$ cat config.mk
export PLATFORM = sky130hd
export DESIGN_NAME = strev_ctrl
export DESIGN_NICKNAME = d
export VERILOG_FILES = /design/src/hdl/strev_pkg.sv /design/src/hdl/strev_ctrl.sv
export SDC_FILE = /design/constraint.sdc
export NUM_CORES = 1
export LEC_CHECK = 0
export ABC_AREA = 0
export BUFFER_PORTS_ARGS = -buffer_cell sky130_fd_sc_hd__clkbuf_2
export CORE_UTILIZATION = 45
export CTS_BUF_LIST = sky130_fd_sc_hd__clkbuf_4 sky130_fd_sc_hd__clkbuf_8 sky130_fd_sc_hd__clkbuf_16
export CTS_CLUSTER_SIZE = 25
export DETAILED_ROUTE_END_ITERATION = 10
export GPL_TIMING_DRIVEN = 1
export MAX_ROUTING_LAYER = met4
export PLACE_DENSITY_LB_ADDON = 0.1
export SLEW_MARGIN = 20
export SYNTH_ARGS = -nofsm -noshare
export SYNTH_HDL_FRONTEND = slang
export SYNTH_SLANG_ARGS = --single-unit
$ cat constraint.sdc
create_clock -name clk -period 1.6 [get_ports clk]
set_input_delay 0.32 -clock clk [delete_from_list [all_inputs] [get_ports clk]]
set_output_delay 0.32 -clock clk [all_outputs]
set_load 0.02 [all_outputs]
$ cat src/hdl/strev_pkg.sv
// shared types, constants and tap tables for the sparse tap reverb
package strev_pkg;

  localparam int TABLE_LEN = 82;
  localparam int TAP_IDX_W = 7;
  localparam int X_ORIGIN  = 52;
  localparam int Y_ORIGIN  = 1362;
  localparam int Y_SPAN    = 709;
  localparam int SEEN_BASE = 2502;
  localparam int BASE_W    = 12;
  localparam int SMP_W     = 16;
  localparam int GAIN_W    = 16;
  localparam int WT_W      = 16;
  localparam int LO_W      = 20;
  localparam int RND_SH    = 28;
  localparam int PADDR_W   = 4;
  localparam int PDATA_W   = 32;

  typedef enum logic [1:0] {
    REG_STEREO  = 2'd0,
    REG_STRETCH = 2'd1,
    REG_GAIN    = 2'd2
  } reg_idx_t;

  typedef logic [BASE_W-1:0] tap_base_t [TABLE_LEN];
  typedef logic [WT_W-1:0]   tap_wt_t   [TABLE_LEN];

  typedef struct packed {
    logic                 accept;
    logic                 issue;
    logic [TAP_IDX_W-1:0] tap;
    logic                 mul;
    logic                 add;
    logic                 load;
  } strev_cmd_t;

  localparam logic [11:0] TAP_X [TABLE_LEN] = '{
    12'd193,  12'd334,  12'd447,  12'd571,  12'd620,  12'd661,  12'd681,  12'd702,
    12'd733,  12'd761,  12'd781,  12'd816,  12'd843,  12'd878,  12'd919,  12'd936,
    12'd950,  12'd988,  12'd1009, 12'd1029, 12'd1063, 12'd1074, 12'd1109, 12'd1126,
    12'd1156, 12'd1177, 12'd1198, 12'd1218, 12'd1229, 12'd1243, 12'd1263, 12'd1290,
    12'd1311, 12'd1339, 12'd1363, 12'd1397, 12'd1425, 12'd1460, 12'd1480, 12'd1514,
    12'd1545, 12'd1566, 12'd1594, 12'd1614, 12'd1645, 12'd1680, 12'd1697, 12'd1724,
    12'd1748, 12'd1778, 12'd1804, 12'd1831, 12'd1872, 12'd1914, 12'd1938, 12'd1965,
    12'd1976, 12'd1999, 12'd2020, 12'd2048, 12'd2062, 12'd2089, 12'd2113, 12'd2134,
    12'd2155, 12'd2179, 12'd2199, 12'd2220, 12'd2240, 12'd2268, 12'd2282, 12'd2303,
    12'd2327, 12'd2344, 12'd2368, 12'd2371, 12'd2409, 12'd2427, 12'd2457, 12'd2495,
    12'd2516, 12'd2554
  };

  localparam logic [10:0] TAP_Y [TABLE_LEN] = '{
    11'd653,  11'd739,  11'd756,  11'd843,  11'd901,  11'd928,  11'd908,  11'd915,
    11'd990,  11'd908,  11'd994,  11'd977,  11'd1001, 11'd956,  11'd1021, 11'd1101,
    11'd1056, 11'd1077, 11'd1035, 11'd1097, 11'd1063, 11'd1097, 11'd1114, 11'd1201,
    11'd1114, 11'd1080, 11'd1184, 11'd1135, 11'd1128, 11'd1201, 11'd1128, 11'd1197,
    11'd1235, 11'd1170, 11'd1142, 11'd1190, 11'd1224, 11'd1190, 11'd1235, 11'd1180,
    11'd1201, 11'd1283, 11'd1256, 11'd1190, 11'd1201, 11'd1263, 11'd1211, 11'd1245,
    11'd1290, 11'd1304, 11'd1263, 11'd1283, 11'd1280, 11'd1304, 11'd1304, 11'd1304,
    11'd1283, 11'd1311, 11'd1311, 11'd1294, 11'd1311, 11'd1297, 11'd1304, 11'd1280,
    11'd1297, 11'd1311, 11'd1311, 11'd1311, 11'd1297, 11'd1318, 11'd1318, 11'd1324,
    11'd1331, 11'd1331, 11'd1331, 11'd1331, 11'd1324, 11'd1324, 11'd1324, 11'd1324,
    11'd1324, 11'd1335
  };

  function automatic tap_base_t build_base();
    tap_base_t b;
    for (int k = 0; k < TABLE_LEN; k++) begin
      b[k] = BASE_W'(int'(TAP_X[k]) - X_ORIGIN);
    end
    return b;
  endfunction

  // q0.16 weights, rounded to nearest, full scale held as all ones
  function automatic tap_wt_t build_weights();
    tap_wt_t     w;
    int unsigned q;
    for (int k = 0; k < TABLE_LEN; k++) begin
      q = ((unsigned'(Y_ORIGIN - int'(TAP_Y[k])) << 16) + Y_SPAN / 2) / Y_SPAN;
      w[k] = (q > 32'd65535) ? 16'hFFFF : q[15:0];
    end
    return w;
  endfunction

  localparam tap_base_t TAP_BASE = build_base();
  localparam tap_wt_t   TAP_WT   = build_weights();

endpackage

$ cat src/hdl/strev_ctrl.sv
// controller state machine sequencing taps, product and result hand-off
module strev_ctrl #(
  parameter int TAP_COUNT = 82
) (
  input  logic                 clk,
  input  logic                 rst_n,
  input  logic                 in_valid,
  output logic                 in_stall,
  output logic                 out_valid,
  input  logic                 out_stall,
  output strev_pkg::strev_cmd_t cmd
);
  import strev_pkg::*;

  typedef enum logic [2:0] {
    ST_IDLE,
    ST_RUN,
    ST_DRAIN,
    ST_MUL,
    ST_ADD,
    ST_OUT
  } state_t;

  localparam int DRAIN_CYC = 3;

  state_t               state_r, state_nxt;
  logic [TAP_IDX_W-1:0] tap_r, tap_nxt;
  logic [1:0]           drain_r, drain_nxt;
  logic                 out_valid_r, out_valid_nxt;
  logic                 out_free;

  assign out_free = !out_valid_r || !out_stall;

  always_comb begin
    state_nxt     = state_r;
    tap_nxt       = tap_r;
    drain_nxt     = drain_r;
    out_valid_nxt = out_valid_r && out_stall;
    cmd           = '0;
    cmd.tap       = tap_r;
    unique case (state_r)
      ST_IDLE: begin
        if (in_valid) begin
          cmd.accept = 1'b1;
          tap_nxt    = '0;
          state_nxt  = ST_RUN;
        end
      end
      ST_RUN: begin
        cmd.issue = 1'b1;
        if (tap_r == TAP_IDX_W'(TAP_COUNT - 1)) begin
          drain_nxt = '0;
          state_nxt = ST_DRAIN;
        end else begin
          tap_nxt = tap_r + 1'b1;
        end
      end
      ST_DRAIN: begin
        if (drain_r == 2'(DRAIN_CYC - 1)) begin
          state_nxt = ST_MUL;
        end else begin
          drain_nxt = drain_r + 1'b1;
        end
      end
      ST_MUL: begin
        cmd.mul   = 1'b1;
        state_nxt = ST_ADD;
      end
      ST_ADD: begin
        cmd.add   = 1'b1;
        state_nxt = ST_OUT;
      end
      ST_OUT: begin
        if (out_free) begin
          cmd.load      = 1'b1;
          out_valid_nxt = 1'b1;
          state_nxt     = ST_IDLE;
        end
      end
      default: begin
        state_nxt = ST_IDLE;
      end
    endcase
  end

  always_ff @(posedge clk) begin
    if (!rst_n) begin
      state_r     <= ST_IDLE;
      tap_r       <= '0;
      drain_r     <= '0;
      out_valid_r <= 1'b0;
    end else begin
      state_r     <= state_nxt;
      tap_r       <= tap_nxt;
      drain_r     <= drain_nxt;
      out_valid_r <= out_valid_nxt;
    end
  end

  assign in_stall  = (state_r != ST_IDLE);
  assign out_valid = out_valid_r;

endmodule

; Word level (Yosys, flattened, before mapping)
; Index checks and enable logic that the tools add are counted.
; W data, S select, Z words.
[totals]
ff_bits = 13
inputBits = 4
out_inout_bits = 14
wordCells = 50
[classes]
n_addsub = 2
n_eq_ne = 13
muxes = 20
n_reduce_logical = 11
[op_table]
columns = cell, n
row1 = $pmux W3 S6, 1
row2 = $mux W7, 2
row3 = $pmux W7 S2, 1
row4 = $mux W3, 4
row5 = $ne A2 B2 Y1 const B, 6
row6 = $mux W1, 9
row7 = $add A7 B1 Y7 const B, 1
row8 = $eq A7 B7 Y1 const B, 1
row9 = $eq A3 B2 Y1 const B, 2
row10 = $eq A3 B3 Y1 const B, 2
row11 = $reduce_and A3 Y1, 2
row12 = $mux W2, 2
row13 = $pmux W2 S2, 1
row14 = $reduce_and A4 Y1, 1
row15 = $reduce_bool A2 Y1, 2
row16 = $eq A3 B1 Y1 const B, 1
row17 = $logic_not A3 Y1, 1
row18 = $reduce_bool A3 Y1, 1
row19 = $add A2 B1 Y2 const B, 1
row20 = $eq A2 B2 Y1 const B, 1
row21 = $logic_not A1 Y1, 2
row22 = $logic_and A1 B1 Y1, 1
row23 = $logic_or A1 B1 Y1, 1

; Logic depth before layout (Yosys ltp)
[depth]
depth_word = 4
depth_mapped = 5
ltp_nobuf = 5

; Least setup slack after synthesis
; Ideal clock, no wire load.
[synth_timing]
kind = register to register
start = reg state_r[1]
end = reg tap_r[1]
setup_time_ns = 0.118
arrival_ns = 1.561
required_time_ns = 1.482
slack_ns = -0.080
path_stages_with_launch = 5
n_path_buf = 1
synth_period_minus_slack_ns = 1.680
path_cell_list = dfxtp_1 > buf_2 > nor4b_1 > or3_1 > mux2i_1
[synth_via]
elab_chain_cells = 3
word_cells_on_any_way = 7
classes_between = eq/ne: 3 / mux: 1 / reduce/logical: 3
[synth_rtl]
columns = element, line
row1 = from (decl), strev_ctrl.sv:26  ; state_t state_r, state_nxt;
row2 = from (signal assigned), strev_ctrl.sv:93  ; state_r <= state_nxt;
row3 = $eq A3 B1 Y1 or $logic_not A3 Y1 (tied branches), strev_ctrl.sv:41  ; unique case (state_r)
row4 = $ne A2 B2 Y1 (no source line) or $reduce_bool A2 Y1 (tied branches), n/a
row5 = $reduce_and A3 Y1 (no source line), n/a
row6 = to (signal assigned), strev_ctrl.sv:94  ; tap_r <= tap_nxt;
row7 = to (decl), strev_ctrl.sv:27  ; logic [TAP_IDX_W-1:0] tap_r, tap_nxt;
; Parallel ways exist; a longest one is shown, timed or not.
; A chain may end at the register's enable or synchronous reset.

; Worst setup path in the final report
[layout_timing]
start = reg state_r[0]
end = out in_stall
[layout_via]
elab_chain_cells = 1
[layout_rtl]
columns = element, line
row1 = $reduce_bool A3 Y1, strev_ctrl.sv:100  ; assign in_stall = (state_r != ST_IDLE);
row2 = to (decl), strev_ctrl.sv:8  ; output logic in_stall,
; No other way between the ends.

==> flow_summary_export.csv <==
group,metric,value,unit
clocking,clk_pin_slew,0.09,ns
run_status,status,"complete, but fails checks",
yosys,ys_ff_latch,13,
sta,slew_headroom,0.785,
min_path,hold_class,"in -> reg",
final_layout,syn2layout_area_growth,43.9,%
pwr,cellPowerDensity,594,mW/mm2
yosys,synth_nets,102,
pwr,power,683,uW
yosys,syn_inst,95,
worst_setup_path,worstPathRequired,1.28,ns
sta,finalSetupViolations,1,
yosys,yosysTopAreaCell,"dfxtp_1",
yosys,synthMostInstantiatedCell,"nand2_1",
route,drtIter0Drc,28,
yosys,yosys_warnings,0,
run_status,violations,"negative setup slack",
clocking,htree_levels,1,
global_route,antenna_found_initial,0,
sta,worst_slew_pin_slew,0.322,ns
worst_setup_path,cp-startpoint,"state_r[0]",
final_layout,final_cells,148,
sta,skew,0.000702,ns
yosys,synth_xor_area_frac,0,
worst_setup_path,crit_path_start_kind,"flop",
worst_setup_path,cp.arrival,1.30,ns
yosys,yosysTopAreaCellShare,0.326,
route,wl_per_cell,14.2,um
final_layout,final_util,0.729,
worst_setup_path,cp-end-kind,"primary output",
yosys,ys.flop_type,"dfxtp_1",
yosys,synthMuxAreaShare,0.0125,
sta,slew_viol_final,0,
yosys,syn_avg_cell_area,8.40,um2
clocking,clockBufferDepth,2,
placed_design,gp_congestion,0.809,
clocking,holdBufCountCts,0,
min_path,worstHoldStart,"out_stall",
sta,rsz0062_at_grt,"yes",
worst_setup_path,reg2reg_depth,5,
yosys,ys_seq_area_frac,0.326,
worst_setup_path,regToRegStartpoint,"drain_r[0]",
yosys,synth_top_family_by_area,"simple AND/OR/NAND/NOR gates",
die,rows,14,
route,ant_nets,0,
worst_setup_path,critPathMaxFanout,7,
clocking,numCtsBuffers,3,
clocking,cts_tree,"yes",
worst_setup_path,r2r_end,"drain_r[0]",
sta,setup_ws,-0.0216,ns
global_route,grt-ovfl-total,0,
pwr,ir_drop,0.564,mV
die,start_util,0.506,
yosys,syn-cell-area,798,um2
worst_setup_path,ff2ff_setup_slack,0.05,ns
route,routed_via_density,6.03,
yosys,synthSimpleGateAreaFrac,0.329,
run,drv_cap,0,
clocking,clock-root-buffer,"clkbuf_4",
clocking,clk_latency,0.28,ns
final_layout,fillCellCount,126,
sta,max_freq,0.617,GHz
global_route,grt.total_usage,0.233,
yosys,async_flop_share,0,
min_path,min_delay_path_depth,3,
min_path,whs_endpoint,"out_valid",
die,die_h,44.1,um
route,vias,893,
die,core-area,0.00158,mm2
pwr,leakage,0.000509,uW
clocking,clock-sinks,13,
yosys,yosys-top-cells-count,"14 x nand2_1, 13 x dfxtp_1, 8 x nand3_1",
yosys,yosys.cell_types.count,38,
placed_design,dpl.cell_count,135,
sta,hold_violations,0,
sta,period_share,1.01,
yosys,synth_edf_count,0,
die,die-area,0.00195,mm2
final_layout,drive_above_1_share,0.439,
die,die_x,44.1,um
yosys,synth-compound-area-share,0.232,
global_route,grt_pass1_vias,739,
die,io_pins,18,
global_route,grt_pass1_wl,3250,um
global_route,grt_max_degree,18,
placed_design,place_hpwl,1330,um
placed_design,port_buffers,17,
final_layout,diodes,0,
worst_setup_path,worstSetupPathType,"reg -> out",
route,drc,0,
sta,finalCriticalPeriod,1.62,ns
final_layout,final_nets,140,
route,drt_first_pass_iters,4,
route,finalWirelength,2100,um
yosys,synthAdderAreaFrac,0.0470,
yosys,netlist_top_cells_area,"dfxtp_1 33%, nand2_1 6.6%, nand3_1 5.0%",
-- worst max-delay path by stage --
stage	endpoint	cells past startpoint
after floorplan	tap_r[5]	5
after global placement	drain_r[0]	5
after detailed placement	drain_r[0]	5
after CTS	in_stall	3
after global routing	in_stall	3
final	in_stall	3
-- cells by family after synthesis --
group	count (synthesis)
AO/OA/AOI/OAI	23
multiplexers	1
adder cells (fa/ha/maj)	3
AND/OR/NAND/NOR	45
buffers and inverters	10
flip-flops	13
-- metrics by stage --
| stage | instance area, um2 | hold slack, ns | TNS (ns) | setup slack, ns |
|---|---|---|---|---|
| after global placement | 980 | 0.494 | 0 | 0.0651 |
| after global routing | 1150 | 0.344 | -0.0897 | -0.0535 |
| final | 1150 | 0.329 | -0.0216 | -0.0216 |
| after CTS | 1080 | 0.323 | -0.0255 | -0.0129 |
| after floorplan | 805 | 0.475 | 0 | 0.0336 |
| after detailed placement | 980 | 0.511 | 0 | 0.0216 |
-- per-layer routing --
metal	vias up	share of wire	GRT usage
met5	-	0	-
met4	0	0.012	0.0970
met3	4	0.073	0.0653
met2	47	0.47	0.341
met1	406	0.44	0.301
li1	436	-	-
-- final cells by class --
| cell class | count | area, um2 | share of cell area |
|---|---|---|---|
| multi-input cells | 72 | 528 | 0.460 |
| well taps | 16 | 20.0 | 0.0174 |
| inverters | 4 | 15.0 | 0.0131 |
| repair buffers | 39 | 283 | 0.246 |
| flip-flops and latches | 13 | 273 | 0.237 |
| clock buffers | 4 | 30.0 | 0.0261 |
-- registers in the layout, summed over array words and instances, names as in the netlist --
signal,count
out_valid,1
state_r,3
tap_r,7
drain_r,2
-- power by group --
group          switching [uW]  internal, uW  total [uW]
registers                5.14           324         330
clock network             122           114         236
logic                    59.8          57.6         117
-- layout by cell type, fill, tap and decap left out, types with 2 or more instances in the layout --
cell and instances:
nand2b_1 2, buf_6 4, nand2_1 14, inv_1 3
a311oi_1 2, nor4b_4 2, nand3_1 8, ha_1 2
and3_1 3, clkbuf_4 4, o221ai_1 2, dfxtp_1 9
clkbuf_2 12, buf_4 21, o22ai_1 2, nor3_1 2
a21oi_1 4, dfxtp_4 3, nand3b_1 3, nor2b_1 2
o2111ai_1 2
-- critical path, cell delays in order (launching register included) --
cell and delay (ns):
dfxtp_4 0.37, buf_6 0.13, or3_4 0.37, buf_8 0.14
-- repair_timing --
item,in CTS,in global routing
setup endpoints to repair,5,7
buffers inserted,5,4
resized for setup,11,16
pin swaps,1,1
No activity file was read; power rests on OpenSTA's default activity.
